File: src/rtl/wuo_pkg.sv
// Shared widths, register indexes, opcodes and controller/datapath types.
package wuo_pkg;

  localparam int PHASE_W    = 27;
  localparam int SAMPLE_W   = 16;
  localparam int LEN_W      = 12;
  localparam int VC_W       = 2;
  localparam int CFG_IDX_W  = 2;
  localparam int CFG_DATA_W = 27;
  localparam int TADDR_W    = 11;
  localparam int VOICE_W    = 2;

  // Configuration register indexes
  typedef enum logic [CFG_IDX_W-1:0] {
    REG_TABLE_LENGTH = 2'd0,
    REG_PHASE_INC    = 2'd1,
    REG_DETUNE_INC   = 2'd2,
    REG_VOICE_COUNT  = 2'd3
  } reg_index_t;

  // Input item opcodes
  localparam logic OP_LOAD = 1'b0;
  localparam logic OP_TICK = 1'b1;

  // Register reset values
  localparam logic [LEN_W-1:0]   LEN_RESET  = 12'd2048;
  localparam logic [PHASE_W-1:0] PINC_RESET = 27'd1230307;
  localparam logic [PHASE_W-1:0] DET_RESET  = 27'd2796;
  localparam logic [VC_W-1:0]    VC_RESET   = 2'd1;

  // Divide by three: floor(m / 3) = (m * 0xAAAB) >> 17 for m below 2^16 + 1
  localparam logic [15:0] DIV3_MUL   = 16'hAAAB;
  localparam int          DIV3_SHIFT = 17;

  // Commands from the sequencer to the datapath
  typedef struct packed {
    logic               table_write;
    logic               clear;
    logic               phase_step;
    logic               read_a;
    logic               read_b;
    logic               mul;
    logic               interp;
    logic               scale;
    logic               accum;
    logic               emit;
    logic [VOICE_W-1:0] voice;
  } dp_cmd_t;

  // Status from the datapath to the sequencer
  typedef struct packed {
    logic [VC_W-1:0] active;
    logic            out_blocked;
  } dp_status_t;

endpackage

File: src/rtl/wuo_controller.sv
// Sequencer: steps each active voice through phase update, two table reads and the mix.
module wuo_controller (
  input  logic                clk,
  input  logic                rst,
  input  logic                in_valid,
  input  logic                opcode,
  output logic                in_stall,
  output wuo_pkg::dp_cmd_t    cmd,
  input  wuo_pkg::dp_status_t status
);

  typedef enum logic [3:0] {
    S_IDLE,
    S_PHASE,
    S_READ_A,
    S_READ_B,
    S_MUL,
    S_INTERP,
    S_DIV,
    S_ACC,
    S_DONE
  } state_t;

  state_t                      state;
  logic [wuo_pkg::VOICE_W-1:0] voice;
  logic [wuo_pkg::VOICE_W:0]   voice_inc;

  assign voice_inc = {1'b0, voice} + (wuo_pkg::VOICE_W + 1)'(1);
  assign in_stall  = (state != S_IDLE);

  // State and voice counter
  always_ff @(posedge clk) begin
    if (rst) begin
      state <= S_IDLE;
      voice <= '0;
    end else begin
      case (state)
        S_IDLE: begin
          if (in_valid && opcode == wuo_pkg::OP_TICK) begin
            voice <= '0;
            state <= (status.active == '0) ? S_DONE : S_PHASE;
          end
        end
        S_PHASE:  state <= S_READ_A;
        S_READ_A: state <= S_READ_B;
        S_READ_B: state <= S_MUL;
        S_MUL:    state <= S_INTERP;
        S_INTERP: state <= S_DIV;
        S_DIV:    state <= S_ACC;
        S_ACC: begin
          if (voice_inc == {1'b0, status.active}) begin
            state <= S_DONE;
          end else begin
            voice <= voice_inc[wuo_pkg::VOICE_W-1:0];
            state <= S_PHASE;
          end
        end
        S_DONE: begin
          if (!status.out_blocked) begin
            state <= S_IDLE;
          end
        end
        default: state <= S_IDLE;
      endcase
    end
  end

  // Datapath commands
  always_comb begin
    cmd       = '0;
    cmd.voice = voice;
    case (state)
      S_IDLE: begin
        if (in_valid) begin
          cmd.table_write = (opcode == wuo_pkg::OP_LOAD);
          cmd.clear       = (opcode == wuo_pkg::OP_TICK);
        end
      end
      S_PHASE:  cmd.phase_step = 1'b1;
      S_READ_A: cmd.read_a     = 1'b1;
      S_READ_B: cmd.read_b     = 1'b1;
      S_MUL:    cmd.mul        = 1'b1;
      S_INTERP: cmd.interp     = 1'b1;
      S_DIV:    cmd.scale      = 1'b1;
      S_ACC:    cmd.accum      = 1'b1;
      S_DONE:   cmd.emit       = !status.out_blocked;
      default: ;
    endcase
  end

endmodule

File: config.mk
export PLATFORM = sky130hd
export DESIGN_NAME = wuo_controller
export DESIGN_NICKNAME = d
export VERILOG_FILES = /design/src/rtl/wuo_pkg.sv /design/src/rtl/wuo_controller.sv
export SDC_FILE = /design/constraint.sdc
export NUM_CORES = 1
export LEC_CHECK = 0
export BUFFER_PORTS_ARGS = -buffer_cell sky130_fd_sc_hd__buf_2
export CAP_MARGIN = 20
export CORE_AREA = 10 10 47 49
export CTS_CLUSTER_DIAMETER = 40
export DETAILED_ROUTE_END_ITERATION = 10
export DIE_AREA = 0 0 57 59
export PLACE_DENSITY = 0.63
export SYNTH_ARGS = -nofsm -noshare
export SYNTH_HDL_FRONTEND = slang
export SYNTH_SLANG_ARGS = --single-unit
export TNS_END_PERCENT = 50
File: constraint.sdc
create_clock -name clk -period 1.7 [get_ports clk]
set_clock_uncertainty 0.2 [all_clocks]
set_input_delay 0.255 -clock clk [delete_from_list [all_inputs] [get_ports clk]]
set_output_delay 0.255 -clock clk [all_outputs]
set_load 0.005 [all_outputs]
==> reports/metrics.yaml, run 1 <==
power_and_ir_drop:
  power.leakage_nw: 0.3250
  combPwrFrac_pct: 46.2
  switching_power_w: 0.0002209
  ir_worst_vdd_v: 0.0006456
  power_density_mw_per_mm2: 915.2
  pwr-share-seq_pct: 31.3
  switching_share_pct: 35.99
  p_int_w: 0.0003929
  clock_power_share_pct: 22.5
synth:
  synth_edf_count: 0
  ys.flop_type: "dfxtp_1"
  syn_nets: 61
  synth_cell_type_count: 29
  syn_area_um2: 476.7
  ys_seq_elements: 6
  synth_cells: 53
  ys_seq_area_share_pct: 25.20
  async_flop_share_pct: 0
  ys_warn_count: 0
  syn_area_per_cell_um2: 8.994
critical_path:
  worstReg2RegEnd: "voice[1]"
  cp.arrival_ns: 1.29
  r2r_cells: 5
  cp_slowest_cell: "dfxtp_4"
  timing.rr.start: "voice[0]"
  rrSetupSlack_ns: 0.06
  cp.required_ns: 1.24
  crit_path_end_kind: "output port"
  path_max_fanout: 3
  crit_path_start_kind: "flip-flop"
  slowest_delay_ns: 0.35
  worstSetupPathType: "reg -> out"
  path_cells: "nor4_4 -> inv_2 -> nor3b_2 -> buf_2"
sta:
  whs_ns: 0.06334
  drv_slew: 0
  finalCritPeriodShare_pct: 102.9
  slew_headroom_pct: 77.83
  fmax_mhz: 571.9
  timing.final.ws_setup_ns: -0.04853
  period_needed_ns: 1.749
  setup_viol: 3
  finalHoldViolCount: 0
  rsz0062_at_grt: "yes"
  worstMarginPinSlew_ns: 0.3302
route:
  viasPerCell: 5.156
  vias: 495
  drc: 0
  drtIter0Drc: 3
  wl_per_cell_um: 13.55
  drt_wl_total_um: 1301
  detail-route-antenna-nets: 0
  dr.pass1.iters: 3
cts:
  cts_buffers: 3
  cts_tree: "built"
  hold_buffers: 0
  cts.sinks: 6
  cts_max_level: 1
  clk_pin_slew_ns: 0.05
  cts_root_buf: "clkbuf_4"
  clock_path_buffers: 2
  worstSkewPairLatency_ns: 0.25
finish:
  synthToLayoutAreaGrowth_pct: 40.68
  fin_cells: 96
  nNetsFinal: 90
  n_antenna_cell: 0
  final_common_cell: "buf_2"
  fin_area_um2: 670.6
  final_cell_mix: "19 x buf_2, 9 x buf_4, 4 x nor3_2, 4 x nor3_1"
  drive_gt1_share_pct: 58.75
  fin_util_pct: 47.86
floorplanning:
  die_w_um: 57
  ios: 20
  dieArea_mm2: 0.003363
  fp.dieH_um: 59
  start_util_pct: 34.02
  rows: 14
  core_mm2: 0.001401
placement:
  gp_congestion: 0.7160
  dp.cells: 89
  dpl-instance-area_um2: 588.1
  port_buffers: 19
grt:
  track_usage_pct: 7.756
  use_met3_pct: 7.296
  grt_pass1_wl_um: 2152
  antenna_found_initial: 0
  busiest_layer: "met2"
  grt_start_max_net_pins: 11
  grt_use_met1_pct: 7.895
  grt_use_met2_pct: 11.78
  grt_pass1_vias: 467
  grt_remaining_overflow: 0
hold_path:
  hold_depth: 2
  hp-start: "rst"
  hold-path-endpoint: "voice[1]"
  hp-class: "in -> reg"
job:
  max_cap_violations: 0
outcome:
  status: "finished, violations left"
  violations: "setup timing"
[worst max-delay path: cells and delay by family (launching register included)]
family / cells / cell delay (ns)
buf+inv: 2 / 0.20
flops: 1 / 0.35
simple gates: 2 / 0.49
[per-stage QoR]
step	power, W	TNS (ns)	setup slack, ns
after global routing	0.0006627	-0.4296	-0.1347
after global placement	0.0004245	0	0.08403
after CTS	0.0005746	-0.1334	-0.05192
after detailed placement	0.0004259	0	0.07071
final	0.0006138	-0.1170	-0.04853
after floorplan	0.0003496	0	0.05578
[Yosys cell counts (2+ instances only)]
cell type / number / area, um^2
dfxtp_1: 6 / 120.1
nor3_1: 7 / 35.03
nand3_1: 2 / 10.01
nand2b_1: 3 / 18.77
xnor2_1: 2 / 17.52
nand2_1: 3 / 11.26
xor2_1: 2 / 17.52
buf_6: 3 / 33.78
nor2_1: 3 / 11.26
a21oi_1: 3 / 15.01
[state kept, by name (all words and copies together) (netlist names)]
register  flops
state         4
voice         2
[final cells by class]
type	instances	area, um^2
Timing Repair Buffer	28	162.7
Tap cell	16	20.02
Multi-Input combinational cell	41	327.8
Inverter	2	7.507
Fill cell	154	730.7
Clock buffer	3	22.52
Sequential cell	6	130.1
[power groups by stage]
| stage | Sequential, W | Combinational [W] | Clock (W) |
|---|---|---|---|
| 6_report | 0.000192 | 0.000283 | 0.000138 |
| 5_1_grt | 0.000195 | 0.000315 | 0.000153 |
| 4_1_cts | 0.000197 | 0.000237 | 0.000141 |
| 3_5_place_dp | 0.000195 | 0.000231 | 0 |
| 3_3_place_gp | 0.000194 | 0.000230 | 0 |
| 2_1_floorplan | 0.000169 | 0.000181 | 0 |
[cell families after synthesis]
logic type | count (synthesis) | share of synthesized area (%)
AND/OR/NAND/NOR | 28 | 38.85
AO/OA/AOI/OAI | 8 | 15.75
buffers and inverters | 6 | 10.23
flip-flops | 6 | 25.20
XOR/XNOR | 4 | 7.350
adder cells (fa/ha/maj) | 1 | 2.624
[repair_timing]
action / 4_1_cts / 5_1_grt
resized for setup: 5 / 5
buffers inserted: 0 / 4
pin swaps: 1 / 1
endpoints found under the setup margin: 7 / 9
[metal layers]
metal | vias up | part of all wire [%]
li1 | 249 | -
met1 | 226 | 43
met2 | 20 | 42
met3 | 0 | 15
met4 | 0 | 0
met5 | - | 0
[how the worst max path moves through the flow]
stage	slack [ns]	startpoint	cells after the start	end
after floorplan	0.06	voice[0]	5	voice[1]
after global placement	0.08	voice[0]	5	voice[1]
after detailed placement	0.07	voice[0]	5	voice[0]
after CTS	-0.05	state[0]	4	cmd[11]
after global routing	-0.13	state[0]	4	cmd[10]
final	-0.05	state[0]	4	cmd[11]
Power figures use the tool's default switching activity.
==> run 2: changes to the inputs <==
--- a/config.mk
+++ b/config.mk
@@ -7,10 +7,11 @@
 export LEC_CHECK = 0
 export BUFFER_PORTS_ARGS = -buffer_cell sky130_fd_sc_hd__buf_2
 export CAP_MARGIN = 20
-export CORE_AREA = 10 10 47 49
+export CORE_AREA = 2 2 39 41
 export CTS_CLUSTER_DIAMETER = 40
 export DETAILED_ROUTE_END_ITERATION = 10
-export DIE_AREA = 0 0 57 59
+export DIE_AREA = 0 0 41 43
+export GPL_TIMING_DRIVEN = 0
 export PLACE_DENSITY = 0.63
 export SYNTH_ARGS = -nofsm -noshare
 export SYNTH_HDL_FRONTEND = slang
==> run 2 against run 1 <==
The run still ends with setup timing left; count of clock-buffer cells in the layout unchanged; register-to-register slack about the same; total power up 9.6%; sequential share of layout area down 2.5 points; first-iteration DRC count up 100%; critical path type unchanged; largest power group unchanged.
==> reports/metrics.yaml, run 2 (synthesis gave the netlist of run 1 again) <==
outcome:
  status: "finished, violations left"  # unchanged
  violations: "setup timing"  # unchanged
grt:
  antenna_found_initial: 0  # unchanged
  grt_remaining_overflow: 0  # unchanged
  track_usage_pct: 17.77  # was 7.756%
  grt_pass1_wl_um: 2111  # was 2152 um
  grt_start_max_net_pins: 11  # unchanged
  grt_pass1_vias: 491  # was 467
cts:
  cts_max_level: 1  # unchanged
  cts_root_buf: "clkbuf_4"  # unchanged
  worstSkewPairLatency_ns: 0.25  # about the same
  clk_pin_slew_ns: 0.05  # about the same
  cts.sinks: 6  # unchanged
  cts_buffers: 3  # unchanged
  cts_tree: "built"  # unchanged
  clock_path_buffers: 2  # unchanged
sta:
  finalCritPeriodShare_pct: 108.2  # was 102.9%
  period_needed_ns: 1.839  # was 1.749 ns
  drv_slew: 0  # unchanged
  finalHoldViolCount: 0  # unchanged
  rsz0062_at_grt: "yes"  # unchanged
  setup_viol: 7  # was 3
  fmax_mhz: 543.8  # was 571.9 MHz
  timing.final.ws_setup_ns: -0.1387  # was -0.04853 ns
  slew_headroom_pct: 76.63  # was 77.83%
  worstMarginPinSlew_ns: 0.3480  # was 0.3302 ns
route:
  drt_wl_total_um: 1265  # was 1301 um
  detail-route-antenna-nets: 0  # unchanged
  vias: 513  # was 495
  dr.pass1.iters: 2  # was 3
  drc: 0  # unchanged
  drtIter0Drc: 6  # was 3
  wl_per_cell_um: 12.65  # was 13.55 um
  viasPerCell: 5.130  # was 5.156
floorplanning:
  dieArea_mm2: 0.001763  # was 0.003363 mm^2
  rows: 14  # unchanged
  die_w_um: 41  # was 57 um
  ios: 20  # unchanged
  fp.dieH_um: 43  # was 59 um
  core_mm2: 0.001384  # was 0.001401 mm^2
  start_util_pct: 34.45  # was 34.02%
finish:
  n_antenna_cell: 0  # unchanged
  drive_gt1_share_pct: 61.90  # was 58.75%
  synthToLayoutAreaGrowth_pct: 56.96  # was 40.68%
  fin_cells: 100  # was 96
  largest_reg_flops: 4  # unchanged
  final_common_cell: "buf_2"  # unchanged
  nNetsFinal: 94  # was 90
  top_register: "state"  # unchanged
  final_cell_mix: "17 x buf_2, 9 x buf_4, 6 x buf_6, 6 x nor3_1"  # was 19 x buf_2, 9 x buf_4, 4 x nor3_2, 4 x nor3_1
  fin_util_pct: 54.07  # was 47.86%
  reg.largest.list: "state (4), voice (2)"  # unchanged
placement:
  dpl.hpwl_um: 780.1
  port_buffers: 19  # unchanged
  dp.cells: 88  # was 89
  gp_congestion: 0.6419  # was 0.7160
power_and_ir_drop:
  ir_worst_vdd_v: 0.0005071  # was 0.0006456 V
  power_density_mw_per_mm2: 898.7  # was 915.2 mW/mm^2
  power.leakage_nw: 0.3413  # was 0.3250 nW
critical_path:
  crit_path_end_kind: "output port"  # unchanged
  crit_path_start_kind: "flip-flop"  # unchanged
  r2r_cells: 8  # was 5
  cp.arrival_ns: 1.38  # was 1.29 ns
  worstSetupPathType: "reg -> out"  # unchanged
  path_max_fanout: 5  # was 3
  cp.required_ns: 1.24  # about the same
hold_path:
  hp-class: "in -> reg"  # unchanged
  hold_depth: 2  # unchanged
job:
  max_cap_violations: 0  # unchanged
-- run 2: final cells by class --
| cell class | instances | area (um^2) |
|---|---|---|
| Sequential cell | 6 | 126.4 |
| Fill cell | 132 | 635.6 |
| Inverter | 2 | 7.507 |
| Tap cell | 16 | 20.02 |
| Multi-Input combinational cell | 41 | 351.6 |
| Buffer | 3 | 33.78 |
| Clock buffer | 3 | 22.52 |
| Timing Repair Buffer | 29 | 186.4 |
-- run 2: report_power, final --
group          switching (W)  leakage (nW)  internal (W)
clock network      0.0000549        0.0138     0.0000801
registers          0.0000159        0.0504      0.000157
logic               0.000164         0.277      0.000200
total               0.000235         0.341      0.000438
-- run 2: stage by stage --
step	hold slack (ns)	worst slack (ns)	area (um^2)	setup TNS [ns]	power, W
5_1_grt	0.07185	-0.2167	748.2	-1.111	0.0007244
3_5_place_dp	0.2848	-0.05377	591.8	-0.1247	0.0004208
3_3_place_gp	0.2871	-0.02922	591.8	-0.05586	0.0004154
6_report	0.07255	-0.1387	748.2	-0.5047	0.0006724
4_1_cts	0.06337	-0.1437	694.4	-0.5245	0.0006327
2_1_floorplan	0.1241	0.05578	476.7	0	0.0003496
-- run 2: worst max-delay path, cell delays in order (launching register included) --
cell	delay, ns
dfxtp_2	0.31
buf_6	0.12
nor4_4	0.33
inv_2	0.09
nor3b_2	0.16
buf_2	0.13
-- run 2: timing repair --
action	in CTS	in global routing
pin swaps	4	2
setup buffers	7	3
setup endpoints to repair	6	11
gates resized for setup	5	10
hold buffers	0	0
-- run 2: worst paths after layout --
| path | from | to | slack [ns] |
|---|---|---|---|
| setup / recovery | state[3] | cmd[11] | -0.14 |
| hold / removal | rst | state[1] | 0.07 |
| setup reg to reg | state[3] | state[3] | 0.05 |
| hold reg to reg | voice[0] | voice[0] | 0.29 |
-- run 2: routing by layer --
layer | track usage [%] | share of wire (%) | vias to the layer above
met1 | 20.90 | 39 | 239
met2 | 28.44 | 51 | 21
met4 | 2.000 | 0 | 0
met3 | 9.424 | 9.5 | 0
met5 | 0 | 0 | -
li1 | - | - | 253
==> run 3: changes to the inputs <==
--- a/config.mk
+++ b/config.mk
@@ -5,6 +5,7 @@
 export SDC_FILE = /design/constraint.sdc
 export NUM_CORES = 1
 export LEC_CHECK = 0
+export ABC_AREA = 1
 export BUFFER_PORTS_ARGS = -buffer_cell sky130_fd_sc_hd__buf_2
 export CAP_MARGIN = 20
 export CORE_AREA = 2 2 39 41
@@ -12,7 +13,7 @@
 export DETAILED_ROUTE_END_ITERATION = 10
 export DIE_AREA = 0 0 41 43
 export GPL_TIMING_DRIVEN = 0
-export PLACE_DENSITY = 0.63
+export PLACE_DENSITY = 0.66
 export SYNTH_ARGS = -nofsm -noshare
 export SYNTH_HDL_FRONTEND = slang
 export SYNTH_SLANG_ARGS = --single-unit
==> run 3 against run 2 <==
The run now ends clean; register-to-register slack better by 0.15 ns; die area stayed put; setup slack better by 0.21 ns; hold slack worse by 0.040 ns; synthesized cell count is 57% higher; wire length is 10% lower; highest routed layer is now met4; clock power hardly changed; sequential share of layout area is 2.6 points higher; critical endpoint is now cmd[5]; core utilization is 8.5 points lower; non-clock buffer count is 12 lower; maximum frequency is 13% higher; largest power group unchanged; total power is 6.3% lower.
==> reports/metrics.yaml, run 3 <==
finish:
  fin_util_pct: 45.57  # was 54.07%
  reg.largest.list: "state (4), voice (2)"  # unchanged
  top_register: "state"  # unchanged
  fin_area_um2: 630.6  # was 748.2 um^2
  final_common_cell: "nand2_1"  # was buf_2
  synthToLayoutAreaGrowth_pct: 33.33  # was 56.96%
  final_cell_mix: "20 x nand2_1, 19 x buf_2, 18 x nor2_1, 16 x inv_1, 6 x nand3_1"  # was 17 x buf_2, 9 x buf_4, 6 x buf_6, 6 x nor3_1
  nNetsFinal: 116  # was 94
  n_antenna_cell: 0  # unchanged
  drive_gt1_share_pct: 32.08  # was 61.90%
  largest_reg_flops: 4  # unchanged
sta:
  period_needed_ns: 1.632  # was 1.839 ns
  whs_ns: 0.03243  # was 0.07255 ns
  worstMarginPinSlew_ns: 0.2174  # was 0.3480 ns
  slew_headroom_pct: 85.51  # was 76.63%
  rsz0062_at_grt: "no"  # was yes
  finalHoldViolCount: 0  # unchanged
  finalCritPeriodShare_pct: 96.00  # was 108.2%
  drv_slew: 0  # unchanged
  setup_viol: 0  # was 7
  fmax_mhz: 612.7  # was 543.8 MHz
  tns_ns: 0  # was -0.5047 ns
synth:
  synth_edf_count: 0  # unchanged
  ys.flop_type: "dfxtp_1"  # unchanged
  syn_nets: 91  # was 61
  synth_cell_type_count: 15  # was 29
  yosys.area.top_type_share_pct: 25.40  # was 25.20%
  ys_seq_area_share_pct: 25.40  # was 25.20%
  synth_top_area_cell: "dfxtp_1"  # unchanged
  synth_cells: 83  # was 53
  syn_area_per_cell_um2: 5.698  # was 8.994 um^2
  syn_area_um2: 473.0  # was 476.7 um^2
  async_flop_share_pct: 0  # unchanged
  ys_warn_count: 0  # unchanged
  synth.most_common_cell: "nand2_1"  # was nor3_1
  ys_seq_elements: 6  # unchanged
  netlist_top_cells_count: "20 x nand2_1, 18 x nor2_1, 17 x inv_1, 7 x nand3_1, 6 x dfxtp_1"  # was 7 x nor3_1, 6 x dfxtp_1
  ys_top_cells_by_area: "dfxtp_1 25%, nand2_1 16%, nor2_1 14%"  # was dfxtp_1 25%, nor3_1 7.3%, buf_6 7.1%
critical_path:
  slowest_delay_ns: 0.41  # was 0.33 ns
  critPathBufInv: 2  # was 3
  cp.required_ns: 1.24  # about the same
  cp_slowest_cell: "dfxtp_1"  # was nor4_4
  crit_path_start_kind: "flip-flop"  # unchanged
  path_max_fanout: 3  # was 5
  critical-path-top-delay-family: "flip-flops"  # was simple AND/OR/NAND/NOR gates
  path_cells: "inv_1 -> or2_1 -> nor2_1 -> buf_2"  # was buf_6 -> nor4_4 -> inv_2 -> nor3b_2 -> buf_2
  cp.arrival_ns: 1.18  # was 1.38 ns
  worstSetupPathType: "reg -> out"  # unchanged
  crit_path_end_kind: "output port"  # unchanged
placement:
  port_buffers: 19  # unchanged
  dpl-instance-area_um2: 588.1  # was 591.8 um^2
  dpl.hpwl_um: 875.3  # was 780.1 um
  gp_congestion: 0.7352  # was 0.6419
outcome:
  status: "complete, no violations"  # was finished, violations left
route:
  vias: 547  # was 513
  drc: 0  # unchanged
  viasPerCell: 4.484  # was 5.130
  dr.pass1.iters: 4  # was 2
  drt_wl_total_um: 1134  # was 1265 um
  detail-route-antenna-nets: 0  # unchanged
  drtIter0Drc: 1  # was 6
  wl_per_cell_um: 9.295  # was 12.65 um
floorplanning:
  dieArea_mm2: 0.001763  # unchanged
  start_util_pct: 34.18  # was 34.45%
  ios: 20  # unchanged
  rows: 14  # unchanged
  fp.dieH_um: 43  # unchanged
  die_w_um: 41  # unchanged
  core_mm2: 0.001384  # unchanged
cts:
  cts_tree: "built"  # unchanged
  cts_root_buf: "clkbuf_4"  # unchanged
  cts_max_level: 1  # unchanged
  clk_pin_slew_ns: 0.05  # about the same
  cts_buffers: 3  # unchanged
  clock_path_buffers: 2  # unchanged
  worstSkewPairLatency_ns: 0.25  # about the same
  cts.sinks: 6  # unchanged
grt:
  grt_pass1_wl_um: 1704  # was 2111 um
  grt_remaining_overflow: 0  # unchanged
  grt_start_max_net_pins: 7  # was 11
  grt_pass1_vias: 455  # was 491
  antenna_found_initial: 0  # unchanged
  track_usage_pct: 14.16  # was 17.77%
power_and_ir_drop:
  p_int_w: 0.0003736  # was 0.0004376 W
  switching_share_pct: 40.69  # was 34.93%
  switching_power_w: 0.0002563  # was 0.0002348 W
  ir_worst_vdd_v: 0.0004930  # was 0.0005071 V
  clock_power_share_pct: 21.4  # was 20.1%
  power_density_mw_per_mm2: 998.8  # was 898.7 mW/mm^2
  combPwrFrac_pct: 47.8  # was 54.2%
  pwr-share-seq_pct: 30.8  # was 25.8%
  power.leakage_nw: 0.3665  # was 0.3413 nW
hold_path:
  hp-class: "in -> reg"  # unchanged
job:
  max_cap_violations: 0  # unchanged
## run 3: cell count changes in the layout (fill, tap and decap cells not counted), sizes merged, moves of 2 or more
cell    delta
nand2     +20
nor2      +18
inv       +15
buf       -12
nor3       -8
nand3      +6
nand2b     -4
nor4       -2
o31ai      -2
xnor2      -2
xor2       -2
## run 3: kinds of logic (layout without fill, tap and decap cells)
logic type                 after synthesis  in the layout  share of synthesized area, %
and+or+nand+nor                         54             54                         52.38
adders and majority gates                1              1                         2.645
buffers and inverters                   17             40                         13.49
AOI/OAI and AO/OA                        5              5                         6.083
DFF                                      6              6                         25.40
## run 3: worst register-to-register path, cell delays in order (launching register included)
cell and delay (ns):
dfxtp_1 0.32, ha_1 0.29, inv_1 0.08, nor2_1 0.06, nor2_1 0.09, nand3_1 0.08, nand2_1 0.10, nand3_1 0.07
nand2_1 0.06, nor2_1 0.04
## run 3: path summary, 6_finish.rpt
check                               from  endpoint  slack (ns)  cells after the start
worst min register to register  voice[1]  voice[1]        0.37                      4
worst max-delay path            state[0]    cmd[5]        0.07                      4
worst max register to register  voice[0]  voice[1]        0.20                      9
worst min-delay path                 rst  state[3]        0.03                      2
## run 3: area by class of cell
cell class	instances	area (um^2)
clock buffer	3	22.52
fill	159	753.2
inverter	17	63.81
multi-input combinational	60	299.0
sequential	6	122.6
tap	16	20.02
timing repair buffer	20	102.6
## run 3: power by group through the flow
stage | registers, W | logic (W) | clock network (W)
final | 0.000194 | 0.000301 | 0.000135
after global routing | 0.000196 | 0.000348 | 0.000140
after CTS | 0.000190 | 0.000281 | 0.000139
after detailed placement | 0.000192 | 0.000278 | 0
after global placement | 0.000191 | 0.000275 | 0
after floorplan | 0.000189 | 0.000199 | 0
## run 3: metal layers
layer,vias up,track usage (%),wire length [um]
li1,298,-,-
met1,232,17.36,519
met2,15,21.56,540
met3,2,3.141,65
met4,0,8.000,8
met5,-,0,0
## run 3: what timing repair did
action                                  4_1_cts  5_1_grt
setup buffers                                 0        1
endpoints found under the setup margin        0        3
hold buffers                                  0        0
resized for setup                             0        5
## run 3: through the flow
stage / power (W) / worst slack (ns) / std cells
after floorplan: 0.0003880 / 0.2922 / 83
after global placement: 0.0004659 / 0.2171 / 118
after detailed placement: 0.0004709 / 0.1916 / 118
after CTS: 0.0006100 / 0.01114 / 121
after global routing: 0.0006844 / 0.001675 / 122
final: 0.0006299 / 0.06801 / 122
